===== src/sv/ubxs_pkg.sv =====
`default_nettype none

package ubxs_pkg;

    // Configuration register indexes
    localparam int unsigned CFG_IDX_W = 3;
    typedef enum logic [CFG_IDX_W-1:0] {
        CFG_SYNC_FIRST  = 3'd0,
        CFG_SYNC_SECOND = 3'd1,
        CFG_NAV_CLASS   = 3'd2,
        CFG_SAT_ID      = 3'd3,
        CFG_MON_CLASS   = 3'd4,
        CFG_RF_ID       = 3'd5
    } t_cfg_idx;

    localparam logic [7:0] SYNC_FIRST_RST  = 8'hB5;
    localparam logic [7:0] SYNC_SECOND_RST = 8'h62;
    localparam logic [7:0] NAV_CLASS_RST   = 8'h01;
    localparam logic [7:0] SAT_ID_RST      = 8'h35;
    localparam logic [7:0] MON_CLASS_RST   = 8'h0A;
    localparam logic [7:0] RF_ID_RST       = 8'h38;

    typedef struct packed {
        logic [7:0] sync_first;
        logic [7:0] sync_second;
        logic [7:0] nav_class;
        logic [7:0] sat_id;
        logic [7:0] mon_class;
        logic [7:0] rf_id;
    } t_cfg;

    // Frame kind reported with each result
    typedef enum logic [1:0] {
        KIND_OTHER = 2'd0,
        KIND_RF    = 2'd1,
        KIND_SAT   = 2'd2
    } t_kind;

    // Operations handed from the framer to the capture side
    typedef enum logic [1:0] {
        OP_START  = 2'd0,
        OP_PAY    = 2'd1,
        OP_FINISH = 2'd2
    } t_op;

    // Payload offsets below 2**LEAD_IDX_W (32) land in the lead window
    localparam int unsigned LEAD_IDX_W = 5;

    typedef struct packed {
        t_op                   op;
        logic [7:0]            data;
        logic [LEAD_IDX_W-1:0] idx;
        logic                  in_lead;
        logic                  sat_cnt;
        logic                  cno;
        logic [7:0]            cls;
        logic [7:0]            id;
        t_kind                 kind;
    } t_qent;

    // RF block-0 byte offsets within the payload (block 0 starts at 4)
    localparam logic [LEAD_IDX_W-1:0] OFF_RF_FLAGS   = 5'd5;
    localparam logic [LEAD_IDX_W-1:0] OFF_ANT_STATUS = 5'd6;
    localparam logic [LEAD_IDX_W-1:0] OFF_ANT_POWER  = 5'd7;
    localparam logic [LEAD_IDX_W-1:0] OFF_NOISE_LO   = 5'd16;
    localparam logic [LEAD_IDX_W-1:0] OFF_NOISE_HI   = 5'd17;
    localparam logic [LEAD_IDX_W-1:0] OFF_AGC_LO     = 5'd18;
    localparam logic [LEAD_IDX_W-1:0] OFF_AGC_HI     = 5'd19;
    localparam logic [LEAD_IDX_W-1:0] OFF_MAG_I      = 5'd22;
    localparam logic [LEAD_IDX_W-1:0] OFF_MAG_Q      = 5'd24;

    localparam logic [15:0] RF_MIN_LEN    = 16'd28;
    localparam logic [15:0] OFF_SAT_COUNT = 16'd5;
    localparam logic [15:0] REC_BASE      = 16'd8;
    localparam logic [3:0]  REC_LAST      = 4'd11;
    localparam logic [3:0]  REC_CNO       = 4'd2;

    // Op queue
    localparam int unsigned Q_DEPTH = 2;
    localparam int unsigned Q_PTR_W = 1;
    localparam int unsigned Q_CNT_W = 2;

endpackage

`default_nettype wire


===== src/sv/ubxs_in_if.sv =====
`default_nettype none

interface ubxs_in_if;
    logic       valid;
    logic       ready;
    logic [7:0] rx_byte;

    modport source (output valid, output rx_byte, input ready);
    modport sink   (input valid, input rx_byte, output ready);
endinterface

`default_nettype wire


===== src/sv/ubxs_out_if.sv =====
`default_nettype none

interface ubxs_out_if;
    logic        valid;
    logic        ready;
    logic [7:0]  done_class;
    logic [7:0]  done_id;
    logic [1:0]  frame_kind;
    logic [1:0]  jamming_state;
    logic [7:0]  antenna_status;
    logic [7:0]  antenna_power;
    logic [15:0] noise_per_ms;
    logic [15:0] agc_count;
    logic [7:0]  mag_i;
    logic [7:0]  mag_q;
    logic [7:0]  sat_count;
    logic [7:0]  max_cno;

    modport source (
        output valid, output done_class, output done_id, output frame_kind,
        output jamming_state, output antenna_status, output antenna_power,
        output noise_per_ms, output agc_count, output mag_i, output mag_q,
        output sat_count, output max_cno, input ready
    );
    modport sink (
        input valid, input done_class, input done_id, input frame_kind,
        input jamming_state, input antenna_status, input antenna_power,
        input noise_per_ms, input agc_count, input mag_i, input mag_q,
        input sat_count, input max_cno, output ready
    );
endinterface

`default_nettype wire


===== src/sv/ubxs_front.sv =====
`default_nettype none

module ubxs_front (
    input  wire              i_clk,
    input  wire              i_rst_n,
    ubxs_in_if.sink          i_in,
    input  ubxs_pkg::t_cfg   i_cfg,
    input  wire              i_q_full,
    output logic             o_push,
    output ubxs_pkg::t_qent  o_push_data
);
    import ubxs_pkg::*;

    typedef enum logic [8:0] {
        S_SYNC1   = 9'b0_0000_0001,
        S_SYNC2   = 9'b0_0000_0010,
        S_CLASS   = 9'b0_0000_0100,
        S_ID      = 9'b0_0000_1000,
        S_LEN1    = 9'b0_0001_0000,
        S_LEN2    = 9'b0_0010_0000,
        S_PAYLOAD = 9'b0_0100_0000,
        S_CKA     = 9'b0_1000_0000,
        S_CKB     = 9'b1_0000_0000
    } t_phase;

    t_phase      r_state, n_state;
    logic [7:0]  r_class, n_class;
    logic [7:0]  r_id, n_id;
    logic [15:0] r_len, n_len;
    logic [15:0] r_idx, n_idx;
    logic [3:0]  r_rec, n_rec;

    logic        accept;
    logic        sat_match;
    logic        rf_match;
    logic [15:0] idx_inc;

    assign i_in.ready = !i_q_full;
    assign accept     = i_in.valid && !i_q_full;

    // Frame classification from the header
    assign sat_match = (r_class == i_cfg.nav_class) && (r_id == i_cfg.sat_id);
    assign rf_match  = (r_class == i_cfg.mon_class) && (r_id == i_cfg.rf_id)
                       && (r_len >= RF_MIN_LEN);
    assign idx_inc   = r_idx + 16'd1;

    // Op payload; op code and push are chosen by the phase below
    always_comb begin
        o_push_data.op      = OP_PAY;
        o_push_data.data    = i_in.rx_byte;
        o_push_data.idx     = r_idx[LEAD_IDX_W-1:0];
        o_push_data.in_lead = (r_idx[15:LEAD_IDX_W] == '0);
        o_push_data.sat_cnt = sat_match && (r_idx == OFF_SAT_COUNT);
        o_push_data.cno     = sat_match && (r_idx >= REC_BASE) && (r_rec == REC_CNO);
        o_push_data.cls     = r_class;
        o_push_data.id      = r_id;
        if (rf_match) begin
            o_push_data.kind = KIND_RF;
        end else if (sat_match) begin
            o_push_data.kind = KIND_SAT;
        end else begin
            o_push_data.kind = KIND_OTHER;
        end

        n_state = r_state;
        n_class = r_class;
        n_id    = r_id;
        n_len   = r_len;
        n_idx   = r_idx;
        n_rec   = r_rec;
        o_push  = 1'b0;

        if (accept) begin
            case (r_state)
                S_SYNC2: begin
                    n_state = (i_in.rx_byte == i_cfg.sync_second) ? S_CLASS : S_SYNC1;
                end
                S_CLASS: begin
                    n_class = i_in.rx_byte;
                    n_state = S_ID;
                end
                S_ID: begin
                    n_id    = i_in.rx_byte;
                    n_state = S_LEN1;
                end
                S_LEN1: begin
                    n_len   = {8'd0, i_in.rx_byte};
                    n_state = S_LEN2;
                end
                S_LEN2: begin
                    n_len          = {i_in.rx_byte, r_len[7:0]};
                    n_idx          = '0;
                    n_rec          = '0;
                    o_push         = 1'b1;
                    o_push_data.op = OP_START;
                    n_state = ({i_in.rx_byte, r_len[7:0]} == 16'd0) ? S_CKA : S_PAYLOAD;
                end
                S_PAYLOAD: begin
                    o_push = 1'b1;
                    n_idx  = idx_inc;
                    // record phase tracks (index - 8) mod 12
                    if (r_idx >= REC_BASE) begin
                        n_rec = (r_rec == REC_LAST) ? 4'd0 : r_rec + 4'd1;
                    end else begin
                        n_rec = 4'd0;
                    end
                    if (idx_inc >= r_len) begin
                        n_state = S_CKA;
                    end
                end
                S_CKA: begin
                    n_state = S_CKB;
                end
                S_CKB: begin
                    o_push         = 1'b1;
                    o_push_data.op = OP_FINISH;
                    n_state        = S_SYNC1;
                end
                default: begin
                    n_state = (i_in.rx_byte == i_cfg.sync_first) ? S_SYNC2 : S_SYNC1;
                end
            endcase
        end
    end

    always_ff @(posedge i_clk) begin
        if (!i_rst_n) begin
            r_state <= S_SYNC1;
            r_class <= '0;
            r_id    <= '0;
            r_len   <= '0;
            r_idx   <= '0;
            r_rec   <= '0;
        end else begin
            r_state <= n_state;
            r_class <= n_class;
            r_id    <= n_id;
            r_len   <= n_len;
            r_idx   <= n_idx;
            r_rec   <= n_rec;
        end
    end

endmodule

`default_nettype wire


===== src/sv/ubxs_queue.sv =====
`default_nettype none

module ubxs_queue (
    input  wire              i_clk,
    input  wire              i_rst_n,
    input  wire              i_push,
    input  ubxs_pkg::t_qent  i_push_data,
    output logic             o_full,
    input  wire              i_pop,
    output logic             o_valid,
    output ubxs_pkg::t_qent  o_head
);
    import ubxs_pkg::*;

    localparam logic [Q_CNT_W-1:0] FULL_CNT = Q_CNT_W'(Q_DEPTH);

    t_qent              r_mem [Q_DEPTH];
    logic [Q_PTR_W-1:0] r_wr, n_wr;
    logic [Q_PTR_W-1:0] r_rd, n_rd;
    logic [Q_CNT_W-1:0] r_cnt, n_cnt;

    assign o_full  = (r_cnt == FULL_CNT);
    assign o_valid = (r_cnt != '0);
    assign o_head  = r_mem[r_rd];

    // Pointer and fill count update
    always_comb begin
        n_wr  = i_push ? r_wr + Q_PTR_W'(1) : r_wr;
        n_rd  = i_pop  ? r_rd + Q_PTR_W'(1) : r_rd;
        n_cnt = r_cnt;
        if (i_push && !i_pop) begin
            n_cnt = r_cnt + Q_CNT_W'(1);
        end else if (!i_push && i_pop) begin
            n_cnt = r_cnt - Q_CNT_W'(1);
        end
    end

    always_ff @(posedge i_clk) begin
        if (i_push) begin
            r_mem[r_wr] <= i_push_data;
        end
    end

    always_ff @(posedge i_clk) begin
        if (!i_rst_n) begin
            r_wr  <= '0;
            r_rd  <= '0;
            r_cnt <= '0;
        end else begin
            r_wr  <= n_wr;
            r_rd  <= n_rd;
            r_cnt <= n_cnt;
        end
    end

endmodule

`default_nettype wire


===== src/sv/ubxs_back.sv =====
`default_nettype none

module ubxs_back (
    input  wire              i_clk,
    input  wire              i_rst_n,
    input  wire              i_q_valid,
    input  ubxs_pkg::t_qent  i_q_head,
    output logic             o_pop,
    ubxs_out_if.source       o_out
);
    import ubxs_pkg::*;

    // running satellite values of the frame in flight
    logic [7:0]  r_run_sat, n_run_sat;
    logic [7:0]  r_run_cno, n_run_cno;
    // RF block-0 bytes staged from the current payload
    logic [1:0]  r_st_jam, n_st_jam;
    logic [7:0]  r_st_ant_status, n_st_ant_status;
    logic [7:0]  r_st_ant_power, n_st_ant_power;
    logic [15:0] r_st_noise, n_st_noise;
    logic [15:0] r_st_agc, n_st_agc;
    logic [7:0]  r_st_mag_i, n_st_mag_i;
    logic [7:0]  r_st_mag_q, n_st_mag_q;
    // held snapshots, shown with every result
    logic [1:0]  r_jam, n_jam;
    logic [7:0]  r_ant_status, n_ant_status;
    logic [7:0]  r_ant_power, n_ant_power;
    logic [15:0] r_noise, n_noise;
    logic [15:0] r_agc, n_agc;
    logic [7:0]  r_mag_i, n_mag_i;
    logic [7:0]  r_mag_q, n_mag_q;
    logic [7:0]  r_sat_count, n_sat_count;
    logic [7:0]  r_max_cno, n_max_cno;
    // result register
    logic        r_out_valid, n_out_valid;
    logic [7:0]  r_done_class, n_done_class;
    logic [7:0]  r_done_id, n_done_id;
    t_kind       r_kind, n_kind;

    logic        out_free;
    logic        is_finish;

    assign out_free  = !r_out_valid || o_out.ready;
    assign is_finish = (i_q_head.op == OP_FINISH);
    // only a finished frame waits on the result register
    assign o_pop     = i_q_valid && (!is_finish || out_free);

    always_comb begin
        n_run_sat       = r_run_sat;
        n_run_cno       = r_run_cno;
        n_st_jam        = r_st_jam;
        n_st_ant_status = r_st_ant_status;
        n_st_ant_power  = r_st_ant_power;
        n_st_noise      = r_st_noise;
        n_st_agc        = r_st_agc;
        n_st_mag_i      = r_st_mag_i;
        n_st_mag_q      = r_st_mag_q;
        n_jam           = r_jam;
        n_ant_status    = r_ant_status;
        n_ant_power     = r_ant_power;
        n_noise         = r_noise;
        n_agc           = r_agc;
        n_mag_i         = r_mag_i;
        n_mag_q         = r_mag_q;
        n_sat_count     = r_sat_count;
        n_max_cno       = r_max_cno;
        n_done_class    = r_done_class;
        n_done_id       = r_done_id;
        n_kind          = r_kind;
        n_out_valid     = o_out.ready ? 1'b0 : r_out_valid;

        if (o_pop) begin
            case (i_q_head.op)
                OP_START: begin
                    n_run_sat = '0;
                    n_run_cno = '0;
                end
                OP_PAY: begin
                    if (i_q_head.sat_cnt) begin
                        n_run_sat = i_q_head.data;
                    end
                    if (i_q_head.cno && (i_q_head.data > r_run_cno)) begin
                        n_run_cno = i_q_head.data;
                    end
                    // stage the block-0 bytes by payload offset
                    if (i_q_head.in_lead) begin
                        case (i_q_head.idx)
                            OFF_RF_FLAGS:   n_st_jam        = i_q_head.data[1:0];
                            OFF_ANT_STATUS: n_st_ant_status = i_q_head.data;
                            OFF_ANT_POWER:  n_st_ant_power  = i_q_head.data;
                            OFF_NOISE_LO:   n_st_noise[7:0] = i_q_head.data;
                            OFF_NOISE_HI:   n_st_noise[15:8] = i_q_head.data;
                            OFF_AGC_LO:     n_st_agc[7:0]   = i_q_head.data;
                            OFF_AGC_HI:     n_st_agc[15:8]  = i_q_head.data;
                            OFF_MAG_I:      n_st_mag_i      = i_q_head.data;
                            OFF_MAG_Q:      n_st_mag_q      = i_q_head.data;
                            default: begin
                            end
                        endcase
                    end
                end
                OP_FINISH: begin
                    n_out_valid  = 1'b1;
                    n_done_class = i_q_head.cls;
                    n_done_id    = i_q_head.id;
                    n_kind       = i_q_head.kind;
                    if (i_q_head.kind == KIND_RF) begin
                        n_jam        = r_st_jam;
                        n_ant_status = r_st_ant_status;
                        n_ant_power  = r_st_ant_power;
                        n_noise      = r_st_noise;
                        n_agc        = r_st_agc;
                        n_mag_i      = r_st_mag_i;
                        n_mag_q      = r_st_mag_q;
                    end else if (i_q_head.kind == KIND_SAT) begin
                        n_sat_count = r_run_sat;
                        n_max_cno   = r_run_cno;
                    end
                end
                default: begin
                end
            endcase
        end
    end

    // staging and result payload
    always_ff @(posedge i_clk) begin
        r_st_jam        <= n_st_jam;
        r_st_ant_status <= n_st_ant_status;
        r_st_ant_power  <= n_st_ant_power;
        r_st_noise      <= n_st_noise;
        r_st_agc        <= n_st_agc;
        r_st_mag_i      <= n_st_mag_i;
        r_st_mag_q      <= n_st_mag_q;
        r_done_class    <= n_done_class;
        r_done_id       <= n_done_id;
        r_kind          <= n_kind;
    end

    // control and held snapshots
    always_ff @(posedge i_clk) begin
        if (!i_rst_n) begin
            r_out_valid  <= 1'b0;
            r_run_sat    <= '0;
            r_run_cno    <= '0;
            r_jam        <= '0;
            r_ant_status <= '0;
            r_ant_power  <= '0;
            r_noise      <= '0;
            r_agc        <= '0;
            r_mag_i      <= '0;
            r_mag_q      <= '0;
            r_sat_count  <= '0;
            r_max_cno    <= '0;
        end else begin
            r_out_valid  <= n_out_valid;
            r_run_sat    <= n_run_sat;
            r_run_cno    <= n_run_cno;
            r_jam        <= n_jam;
            r_ant_status <= n_ant_status;
            r_ant_power  <= n_ant_power;
            r_noise      <= n_noise;
            r_agc        <= n_agc;
            r_mag_i      <= n_mag_i;
            r_mag_q      <= n_mag_q;
            r_sat_count  <= n_sat_count;
            r_max_cno    <= n_max_cno;
        end
    end

    // snapshots stay still while a result waits, so they drive the port directly
    assign o_out.valid          = r_out_valid;
    assign o_out.done_class     = r_done_class;
    assign o_out.done_id        = r_done_id;
    assign o_out.frame_kind     = r_kind;
    assign o_out.jamming_state  = r_jam;
    assign o_out.antenna_status = r_ant_status;
    assign o_out.antenna_power  = r_ant_power;
    assign o_out.noise_per_ms   = r_noise;
    assign o_out.agc_count      = r_agc;
    assign o_out.mag_i          = r_mag_i;
    assign o_out.mag_q          = r_mag_q;
    assign o_out.sat_count      = r_sat_count;
    assign o_out.max_cno        = r_max_cno;

endmodule

`default_nettype wire


===== src/sv/ubx_frame_sniffer_rf_sat_stats_top.sv =====
// UBX frame sniffer: takes one received serial byte per item on i_in and
// frames UBX binary messages (two sync bytes, class, id, 16-bit little-endian
// length, payload, two checksum bytes that are skipped, not checked). Each
// completed frame gives one item on o_out with its class and id, a kind code
// (0 other, 1 RF snapshot updated, 2 satellite snapshot updated) and the held
// RF block-0 and satellite snapshots, which read zero until first captured.
// A byte is taken every clock cycle while the op queue has room. A framer
// feeds a two-entry op queue ahead of the capture logic, so input stalls
// only when a result sits unread in the output register and the queue
// behind it has filled. Sync bytes and the class/id codes of the two
// decoded reports are set over the write port (indexes 0..5); the user must
// write them only while the block is idle, which the block does not enforce.
`default_nettype none

module ubx_frame_sniffer_rf_sat_stats_top (
    input  wire                               i_clk,
    input  wire                               i_rst_n,
    ubxs_in_if.sink                           i_in,
    ubxs_out_if.source                        o_out,
    input  wire                               i_cfg_we,
    input  wire [ubxs_pkg::CFG_IDX_W-1:0]     i_cfg_idx,
    input  wire [7:0]                         i_cfg_wdata
);
    import ubxs_pkg::*;

    t_cfg  r_cfg;
    logic  push;
    t_qent push_data;
    logic  q_full;
    logic  q_valid;
    t_qent q_head;
    logic  pop;

    // configuration registers
    always_ff @(posedge i_clk) begin
        if (!i_rst_n) begin
            r_cfg.sync_first  <= SYNC_FIRST_RST;
            r_cfg.sync_second <= SYNC_SECOND_RST;
            r_cfg.nav_class   <= NAV_CLASS_RST;
            r_cfg.sat_id      <= SAT_ID_RST;
            r_cfg.mon_class   <= MON_CLASS_RST;
            r_cfg.rf_id       <= RF_ID_RST;
        end else if (i_cfg_we) begin
            case (i_cfg_idx)
                CFG_SYNC_FIRST:  r_cfg.sync_first  <= i_cfg_wdata;
                CFG_SYNC_SECOND: r_cfg.sync_second <= i_cfg_wdata;
                CFG_NAV_CLASS:   r_cfg.nav_class   <= i_cfg_wdata;
                CFG_SAT_ID:      r_cfg.sat_id      <= i_cfg_wdata;
                CFG_MON_CLASS:   r_cfg.mon_class   <= i_cfg_wdata;
                CFG_RF_ID:       r_cfg.rf_id       <= i_cfg_wdata;
                default: begin
                end
            endcase
        end
    end

    ubxs_front u_front (
        .i_clk       (i_clk),
        .i_rst_n     (i_rst_n),
        .i_in        (i_in),
        .i_cfg       (r_cfg),
        .i_q_full    (q_full),
        .o_push      (push),
        .o_push_data (push_data)
    );

    ubxs_queue u_queue (
        .i_clk       (i_clk),
        .i_rst_n     (i_rst_n),
        .i_push      (push),
        .i_push_data (push_data),
        .o_full      (q_full),
        .i_pop       (pop),
        .o_valid     (q_valid),
        .o_head      (q_head)
    );

    ubxs_back u_back (
        .i_clk     (i_clk),
        .i_rst_n   (i_rst_n),
        .i_q_valid (q_valid),
        .i_q_head  (q_head),
        .o_pop     (pop),
        .o_out     (o_out)
    );

endmodule

`default_nettype wire


===== src/flat_wrapper.sv =====
// flat-port wrapper written by rule: the top's interface ports become plain ports
module ubx_frame_sniffer_rf_sat_stats_top_flat import ubxs_pkg::*;
  (i_clk, i_rst_n, i_cfg_we, i_cfg_idx, i_cfg_wdata, i_in_valid, i_in_rx_byte, i_in_ready, o_out_valid, o_out_done_class, o_out_done_id, o_out_frame_kind, o_out_jamming_state, o_out_antenna_status, o_out_antenna_power, o_out_noise_per_ms, o_out_agc_count, o_out_mag_i, o_out_mag_q, o_out_sat_count, o_out_max_cno, o_out_ready);
  ubxs_in_if i_in_i ();
  ubxs_out_if o_out_i ();
  input  wire i_clk;
  input  wire i_rst_n;
  input  wire i_cfg_we;
  input  wire [ubxs_pkg::CFG_IDX_W-1:0] i_cfg_idx;
  input  wire [7:0] i_cfg_wdata;
  input wire logic [$bits(i_in_i.valid)-1:0] i_in_valid;
  input wire logic [$bits(i_in_i.rx_byte)-1:0] i_in_rx_byte;
  output wire logic [$bits(i_in_i.ready)-1:0] i_in_ready;
  output wire logic [$bits(o_out_i.valid)-1:0] o_out_valid;
  output wire logic [$bits(o_out_i.done_class)-1:0] o_out_done_class;
  output wire logic [$bits(o_out_i.done_id)-1:0] o_out_done_id;
  output wire logic [$bits(o_out_i.frame_kind)-1:0] o_out_frame_kind;
  output wire logic [$bits(o_out_i.jamming_state)-1:0] o_out_jamming_state;
  output wire logic [$bits(o_out_i.antenna_status)-1:0] o_out_antenna_status;
  output wire logic [$bits(o_out_i.antenna_power)-1:0] o_out_antenna_power;
  output wire logic [$bits(o_out_i.noise_per_ms)-1:0] o_out_noise_per_ms;
  output wire logic [$bits(o_out_i.agc_count)-1:0] o_out_agc_count;
  output wire logic [$bits(o_out_i.mag_i)-1:0] o_out_mag_i;
  output wire logic [$bits(o_out_i.mag_q)-1:0] o_out_mag_q;
  output wire logic [$bits(o_out_i.sat_count)-1:0] o_out_sat_count;
  output wire logic [$bits(o_out_i.max_cno)-1:0] o_out_max_cno;
  input wire logic [$bits(o_out_i.ready)-1:0] o_out_ready;
  assign i_in_i.valid = i_in_valid;
  assign i_in_i.rx_byte = i_in_rx_byte;
  assign i_in_ready = i_in_i.ready;
  assign o_out_valid = o_out_i.valid;
  assign o_out_done_class = o_out_i.done_class;
  assign o_out_done_id = o_out_i.done_id;
  assign o_out_frame_kind = o_out_i.frame_kind;
  assign o_out_jamming_state = o_out_i.jamming_state;
  assign o_out_antenna_status = o_out_i.antenna_status;
  assign o_out_antenna_power = o_out_i.antenna_power;
  assign o_out_noise_per_ms = o_out_i.noise_per_ms;
  assign o_out_agc_count = o_out_i.agc_count;
  assign o_out_mag_i = o_out_i.mag_i;
  assign o_out_mag_q = o_out_i.mag_q;
  assign o_out_sat_count = o_out_i.sat_count;
  assign o_out_max_cno = o_out_i.max_cno;
  assign o_out_i.ready = o_out_ready;
  ubx_frame_sniffer_rf_sat_stats_top u_core (.i_clk(i_clk), .i_rst_n(i_rst_n), .i_in(i_in_i), .o_out(o_out_i), .i_cfg_we(i_cfg_we), .i_cfg_idx(i_cfg_idx), .i_cfg_wdata(i_cfg_wdata));
endmodule

===== config.mk =====
export PLATFORM = sky130hd
export DESIGN_NAME = ubx_frame_sniffer_rf_sat_stats_top_flat
export DESIGN_NICKNAME = d
export VERILOG_FILES = /design/src/sv/ubxs_pkg.sv /design/src/sv/ubxs_in_if.sv /design/src/sv/ubxs_out_if.sv /design/src/sv/ubxs_front.sv /design/src/sv/ubxs_queue.sv /design/src/sv/ubxs_back.sv /design/src/sv/ubx_frame_sniffer_rf_sat_stats_top.sv /design/src/flat_wrapper.sv
export SDC_FILE = /design/constraint.sdc
export NUM_CORES = 1
export LEC_CHECK = 0
export ABC_CLOCK_PERIOD_IN_PS = 7600
export BUFFER_PORTS_ARGS = -buffer_cell sky130_fd_sc_hd__buf_2
export CAP_MARGIN = 20
export CORE_MARGIN = 5
export CORE_UTILIZATION = 35
export CTS_CLUSTER_DIAMETER = 80
export DETAILED_ROUTE_END_ITERATION = 10
export SLEW_MARGIN = 30
export SYNTH_ARGS = -nofsm -noshare
export SYNTH_HDL_FRONTEND = slang
export SYNTH_SLANG_ARGS = --single-unit

===== constraint.sdc =====
create_clock -name i_clk -period 7.6 [get_ports i_clk]
set_input_delay 0.76 -clock i_clk [delete_from_list [all_inputs] [get_ports i_clk]]
set_output_delay 0.76 -clock i_clk [all_outputs]
set_load 0.05 [all_outputs]

Word-level counts from Yosys, hierarchy flattened
Memory sizes are Yosys's and may differ from the RTL's. A register that Yosys moved wholly into a read port is not among the register bits.
Cells that the tools add are included.
{ "totals": {"ff_bits": 296, "latch_bits": 0, "mem_bits_rw": 72, "romBits": 0, "inputBits": 24, "out_inout_bits": 102, "elab_cells": 175, "mem_count": 1} }
{ "classes": {"add_sub_neg": 6, "n_mul": 0, "div": 0, "magnitude_cmp": 4, "eq_ne": 39, "shift": 0, "muxes": 29, "bitwise": 2, "n_reduce_logical": 54} }
{ "mem_list": {"columns": ["name", "words", "width", "rd", "rd_clocked_by_memory_dff", "wr", "line", "rtl"], "rows": [
  ["u_core.u_queue.r_mem", 2, 36, 1, 1, 1, "ubxs_queue.sv:17", "t_qent r_mem [Q_DEPTH];"]
]} }
{ "op_table": {"columns": ["cell", "count"], "rows": [
  ["$pmux W9 S8", 1],
  ["$pmux W16 S2", 2],
  ["$eq A8 B8 Y1", 6],
  ["$reduce_and A4 Y1", 10],
  ["$pmux W8 S2", 2],
  ["$eq A5 B5 Y1 const B", 6],
  ["$mux W8", 3],
  ["$reduce_and A2 Y1", 12],
  ["$add A16 B1 Y16 const B", 1],
  ["$eq A16 B3 Y1 const B", 1],
  ["$ge A16 B16 Y1", 1],
  ["$ge A16 B4 Y1 const B", 1],
  ["$ge A16 B5 Y1 const B", 1],
  ["$logic_not A16 Y1", 1],
  ["$eq A5 B3 Y1 const B", 3],
  ["$mux W2", 6],
  ["$reduce_and A3 Y1", 4],
  ["$logic_and A1 B1 Y1", 11],
  ["$logic_not A11 Y1", 1],
  ["$reduce_bool A2 Y1", 5],
  ["$eq A9 B2 Y1 const B", 1],
  ["$eq A9 B3 Y1 const B", 1],
  ["$eq A9 B4 Y1 const B", 1],
  ["$eq A9 B5 Y1 const B", 1],
  ["30 further kinds", 52]
]} }

Longest topological paths before layout
{ "logic_depth": {"depth_word": 8, "depth_mapped": 14, "mapped_depth_nobuf": 12} }

Modules after synthesis
A second synthesis with hierarchy kept.
{ "hier_totals": {"cells_unflattened": 1398, "hier_area_um2": 15528.6} }
{ "modules_own_cells": {"columns": ["mod", "n_inst", "cells_per_inst", "area_per_inst_um2", "seq_area_each_um2"], "rows": [
  ["ubxs_back", 1, 556, 6630.1, 4504.3],
  ["ubxs_front", 1, 526, 4184.0, 1221.2],
  ["ubxs_queue", 1, 134, 2827.7, 2262.2],
  ["ubx_frame_sniffer_rf_sat_stats_top", 1, 182, 1886.8, 960.9]
]} }

Worst setup path after synthesis
OpenSTA, ideal clock, no wires.
{ "synth_path": {"kind": "register -> register", "from": "reg u_core.u_queue.r_cnt[0]", "to": "mem u_core.u_queue.r_mem[1][0] in the netlist's numbering (enable)", "setup_time_ps": 436, "arrival_ps": 3323, "required_time_ps": 7164, "path_slack_ps": 3841, "path_stages_with_launch": 6, "path_buffers": 0, "period_less_slack_ps": 3759, "cell_sequence": "dfxtp_1 nand2b_1 nand4_1 or3_1 and2_4 nor2b_1"} }
{ "synth_via": {"elab_chain_cells": 6} }
{ "synth_rtl": {"columns": ["item", "line", "rtl"], "rows": [
  ["start: declaration", "ubxs_queue.sv:20", "logic [Q_CNT_W-1:0] r_cnt, n_cnt;"],
  ["start signal: assignment", "ubxs_queue.sv:52", "r_cnt <= n_cnt;"],
  ["$eq A2 B2 Y1", "ubxs_queue.sv:22", "assign o_full = (r_cnt == FULL_CNT);"],
  ["$logic_not A1 Y1", null, null],
  ["named net i_in_ready", "flat_wrapper.sv:13", "output wire logic [$bits(i_in_i.ready)-1:0] i_in_ready;"],
  ["$logic_and A1 B1 Y1", "ubxs_front.sv:39", "assign accept = i_in.valid && !i_q_full;"],
  ["$mux W1", "ubxs_front.sv:73", "if (accept) begin"],
  ["$mux W1", "ubxs_queue.sv:39", "if (i_push) begin"],
  ["$mux W1 (implied by the code)", "ubxs_queue.sv:40", "r_mem[r_wr] <= i_push_data;"],
  ["end: declaration", "ubxs_queue.sv:17", null]
]} }
The timed path passes the listed nets, and every way through them passes these cells.

Final worst setup path
{ "layout_path": {"from": "reg u_core.u_front.r_idx[0]", "to": "reg u_core.u_front.r_state[7]"} }
{ "layout_via": {"elab_chain_cells": 4} }
{ "layout_rtl": {"columns": ["item", "line", "rtl"], "rows": [
  ["start: declaration", "ubxs_front.sv:30", "logic [15:0] r_idx, n_idx;"],
  ["start signal: assignment", "ubxs_front.sv:139", "r_idx <= n_idx;"],
  ["$add A16 B1 Y16", "ubxs_front.sv:45", "assign idx_inc = r_idx + 16'd1;"],
  ["$ge A16 B16 Y1", "ubxs_front.sv:107", "if (idx_inc >= r_len) begin"],
  ["$ne A2 B2 Y1 (no source line)", null, null],
  ["$reduce_and A2 Y1 (no source line)", null, null],
  ["end signal: assignment", "ubxs_front.sv:135", "r_state <= n_state;"],
  ["end: declaration", "ubxs_front.sv:26", "t_phase r_state, n_state;"]
]} }
No other way between the ends.
A chain may end at the register's enable or synchronous reset.

==> impl_metrics.ini <==
[clock_tree]
clock_sinks = 369
postCtsSetupBuffers = 0
hold_buffers = 0
h-tree-depth = 2
cts_resized = 0
clk_pin_slew_ns = 0.06
clk_latency_ns = 0.53
clk_path_buf_depth = 3
cts_buffers = 39
cts_root_buf = clkbuf_16
cts_tree = built

[logic_synthesis]
synthArstFlopShare_pct = 0
ys_seq_elements = 369
synth_edf_count = 156
synth_top_area_cell = edfxtp_1
synth_ff_type = dfxtp_1
yosys_warnings = 0
synth_cell_types = 67
yosysTopAreaCellShare_pct = 31.5
postSynthCellCount = 1412
syn-num-nets = 1466
synth.area.top_cells = edfxtp_1 31%, dfxtp_1 29%, nand2_1 6.9%, a21oi_1 4.3%, mux2i_1 3.8%
postSynthAreaPerCell_um2 = 10.5
mappedNetlistArea_mm2 = 0.0149
synth-seq-area-share_pct = 60.1

[worst_setup_path]
crit_family = compound AO/OA/AOI/OAI gates
worstSetupPathType = register to register
worst-path-buf-inv = 0
cp.arrival_ns = 4.15
slowest_delay_ns = 0.63
path_max_fanout = 12
r2r_setup_slack_ns = 3.90
cp.required_ns = 8.05
crit_top_cell = ha_1
cp_slowest_cell = a31oi_2
end_kind = register
cp_cell_sequence = ha_1 -> nand2_1 -> nor4_2 -> nand3_1 -> xnor2_1 -> ha_1 -> nand4_1 -> nor3_1 -> o311ai_0 -> a31oi_2 -> o2111ai_1 -> a21oi_1
worst_setup_path_start_kind = register

[cells_and_area]
insertedDiodeCount = 0
fin_nets = 1569
drive_above_1_share_pct = 15.7
final_common_cell = nand2_1
fillers = 4003
instances_no_fill = 2085
mostFrequentLayoutCells = 272 x nand2_1, 212 x dfxtp_1, 156 x edfxtp_1
area_growth_pct = 16.0

[sta]
fin_skew_ns = 0.0123
min_period_ns = 3.70
setup_viol = 0
fmax_mhz = 270
tightest_slew_ns = 0.934
hold_viol = 0
max-slew-margin-rel_pct = 37.5
fin_crit_sh_pct = 48.7
worst_hold_slack_ns = 0.451
fin_setup_tns_ns = 0
drv_slew = 0
rsz0062_at_grt = no

[routing]
wl_per_cell_um = 16.9
vias_per_cell = 4.99
ant_nets = 0
routed_wl_um = 35300
vias = 10410
first_pass_iters = 5
drcViolationCount = 0
first_iter_violations = 772

[floorplan]
coreArea_mm2 = 0.0420
row_count = 75
io_pins = 126
start_util_pct = 35.4
die_y_um = 216
die_area_mm2 = 0.0467
die_w_um = 216

[power_and_ir_drop]
leakagePower_nw = 6.34
power_mw = 4.43
power_frac_comb_pct = 8.9
vdd_ir_drop_max_v = 0.000123
pwr-share-seq_pct = 48.7
sw_frac_of_total_pct = 24.9
clkPwrFrac_pct = 42.3
pwr_density_cell_mw_per_mm2 = 256
p_sw_mw = 1.10
internal_power_mw = 3.32

[global_route]
grt_max_degree = 69
grt_antenna_before_repair = 1
grt_pass1_wl_um = 56000
grt_overflow = 0
grt_pass1_vias = 10122
track_usage_pct = 14.7

[worst_hold_path]
hold_path_class = register to register

[outcome]
status = finished, final reports clean

[place]
gp_congestion = 0.815
dpl.cell_count = 2013
port_buffers = 125
dpl.hpwl_um = 23500

[job]
cap_violations = 0
-- tightest hold or removal path, delay by kind of cell (launching register included) --
family           cells  cell delay (ns)
AND/OR/NAND/NOR      1             0.05
flip-flops           1             0.31
AO/OA/AOI/OAI        1             0.05
-- power by group through the flow --
stage          Combinational, mW  Clock [mW]  Sequential (mW)
6_report                   0.396        1.87             2.16
5_1_grt                    0.423        2.00             2.16
4_1_cts                    0.397        1.91             2.16
3_5_place_dp               0.396           0             2.20
3_3_place_gp               0.386           0             2.20
2_1_floorplan              0.228           0             2.25
-- routing by layer --
layer	global-route usage (%)	vias up	wire [um]
met5	0	-	11
met3	2.48	58	1780
li1	-	5087	-
met1	20.3	5021	16400
met2	23.9	242	16300
met4	4.20	2	734
-- stage by stage --
step	utilization [%]	area (um2)	setup slack, ns
2_1_floorplan	-	14900	3.84
3_3_place_gp	37.8	15900	3.61
3_5_place_dp	38.0	16000	3.96
4_1_cts	41.1	17300	3.90
5_1_grt	41.1	17300	3.54
6_report	41.1	17300	3.90
-- sequential cells by signal (all words and copies together), names as in the netlist, 9 cells and up, named ones only --
register and count:
u_core.u_back.r_st_noise 16, u_core.u_back.r_st_agc 16, u_core.u_front.r_state 9, u_core.u_back.o_out.noise_per_ms 16
u_core.u_queue.r_mem 72, u_core.r_cfg 48, u_core.u_front.r_len 16, u_core.u_back.o_out.agc_count 16
u_core.u_front.r_idx 16
-- cell type report --
type	count	area, um2	area share [%]
tap	539	674	3.91
inverter	43	164	0.949
multi-input combinational	926	5440	31.5
sequential	369	8950	51.8
timing repair buffer	136	759	4.40
clock buffer	56	1150	6.68
clock inverter	16	128	0.739
-- Yosys cell counts, drive strengths merged (4+ instances only) --
cell	count
xnor2	25
clkbuf	40
a21oi	129
a211oi	4
inv	43
mux2i	57
mux2	19
and4	4
nand4	14
nand3	38
ha	30
and2	5
nor2	129
nand2b	5
buf	34
nand3b	4
nor3	22
edfxtp	156
nor2b	11
nand2	272
a22oi	14
o21ai	26
xor2	43
and3	4
dfxtp	213
or3	8
nor4	22
nor4b	5
-- final timing paths --
path | from | end | cells after the start
worst max-delay path | u_core.u_front.r_idx[0]$_SDFFE_PN0P_ | u_core.u_front.r_state[7]$_SDFFE_PN0P_ | 12
worst min-delay path | u_core.u_back.o_out.agc_count[8]$_SDFFE_PN0P_ | u_core.u_back.o_out.agc_count[8]$_SDFFE_PN0P_ | 2
worst max register to register | u_core.u_front.r_idx[0]$_SDFFE_PN0P_ | u_core.u_front.r_state[7]$_SDFFE_PN0P_ | 12
worst min register to register | u_core.u_back.o_out.agc_count[8]$_SDFFE_PN0P_ | u_core.u_back.o_out.agc_count[8]$_SDFFE_PN0P_ | 2
-- logic make-up after synthesis --
group           synth area share (%)
fa+ha+maj                       2.52
compound gates                  7.84
buf+inv                         3.62
simple gates                    16.6
mux                             5.27
flops                           60.1
xor+xnor                        4.00
No activity file was read; power rests on OpenSTA's default activity.
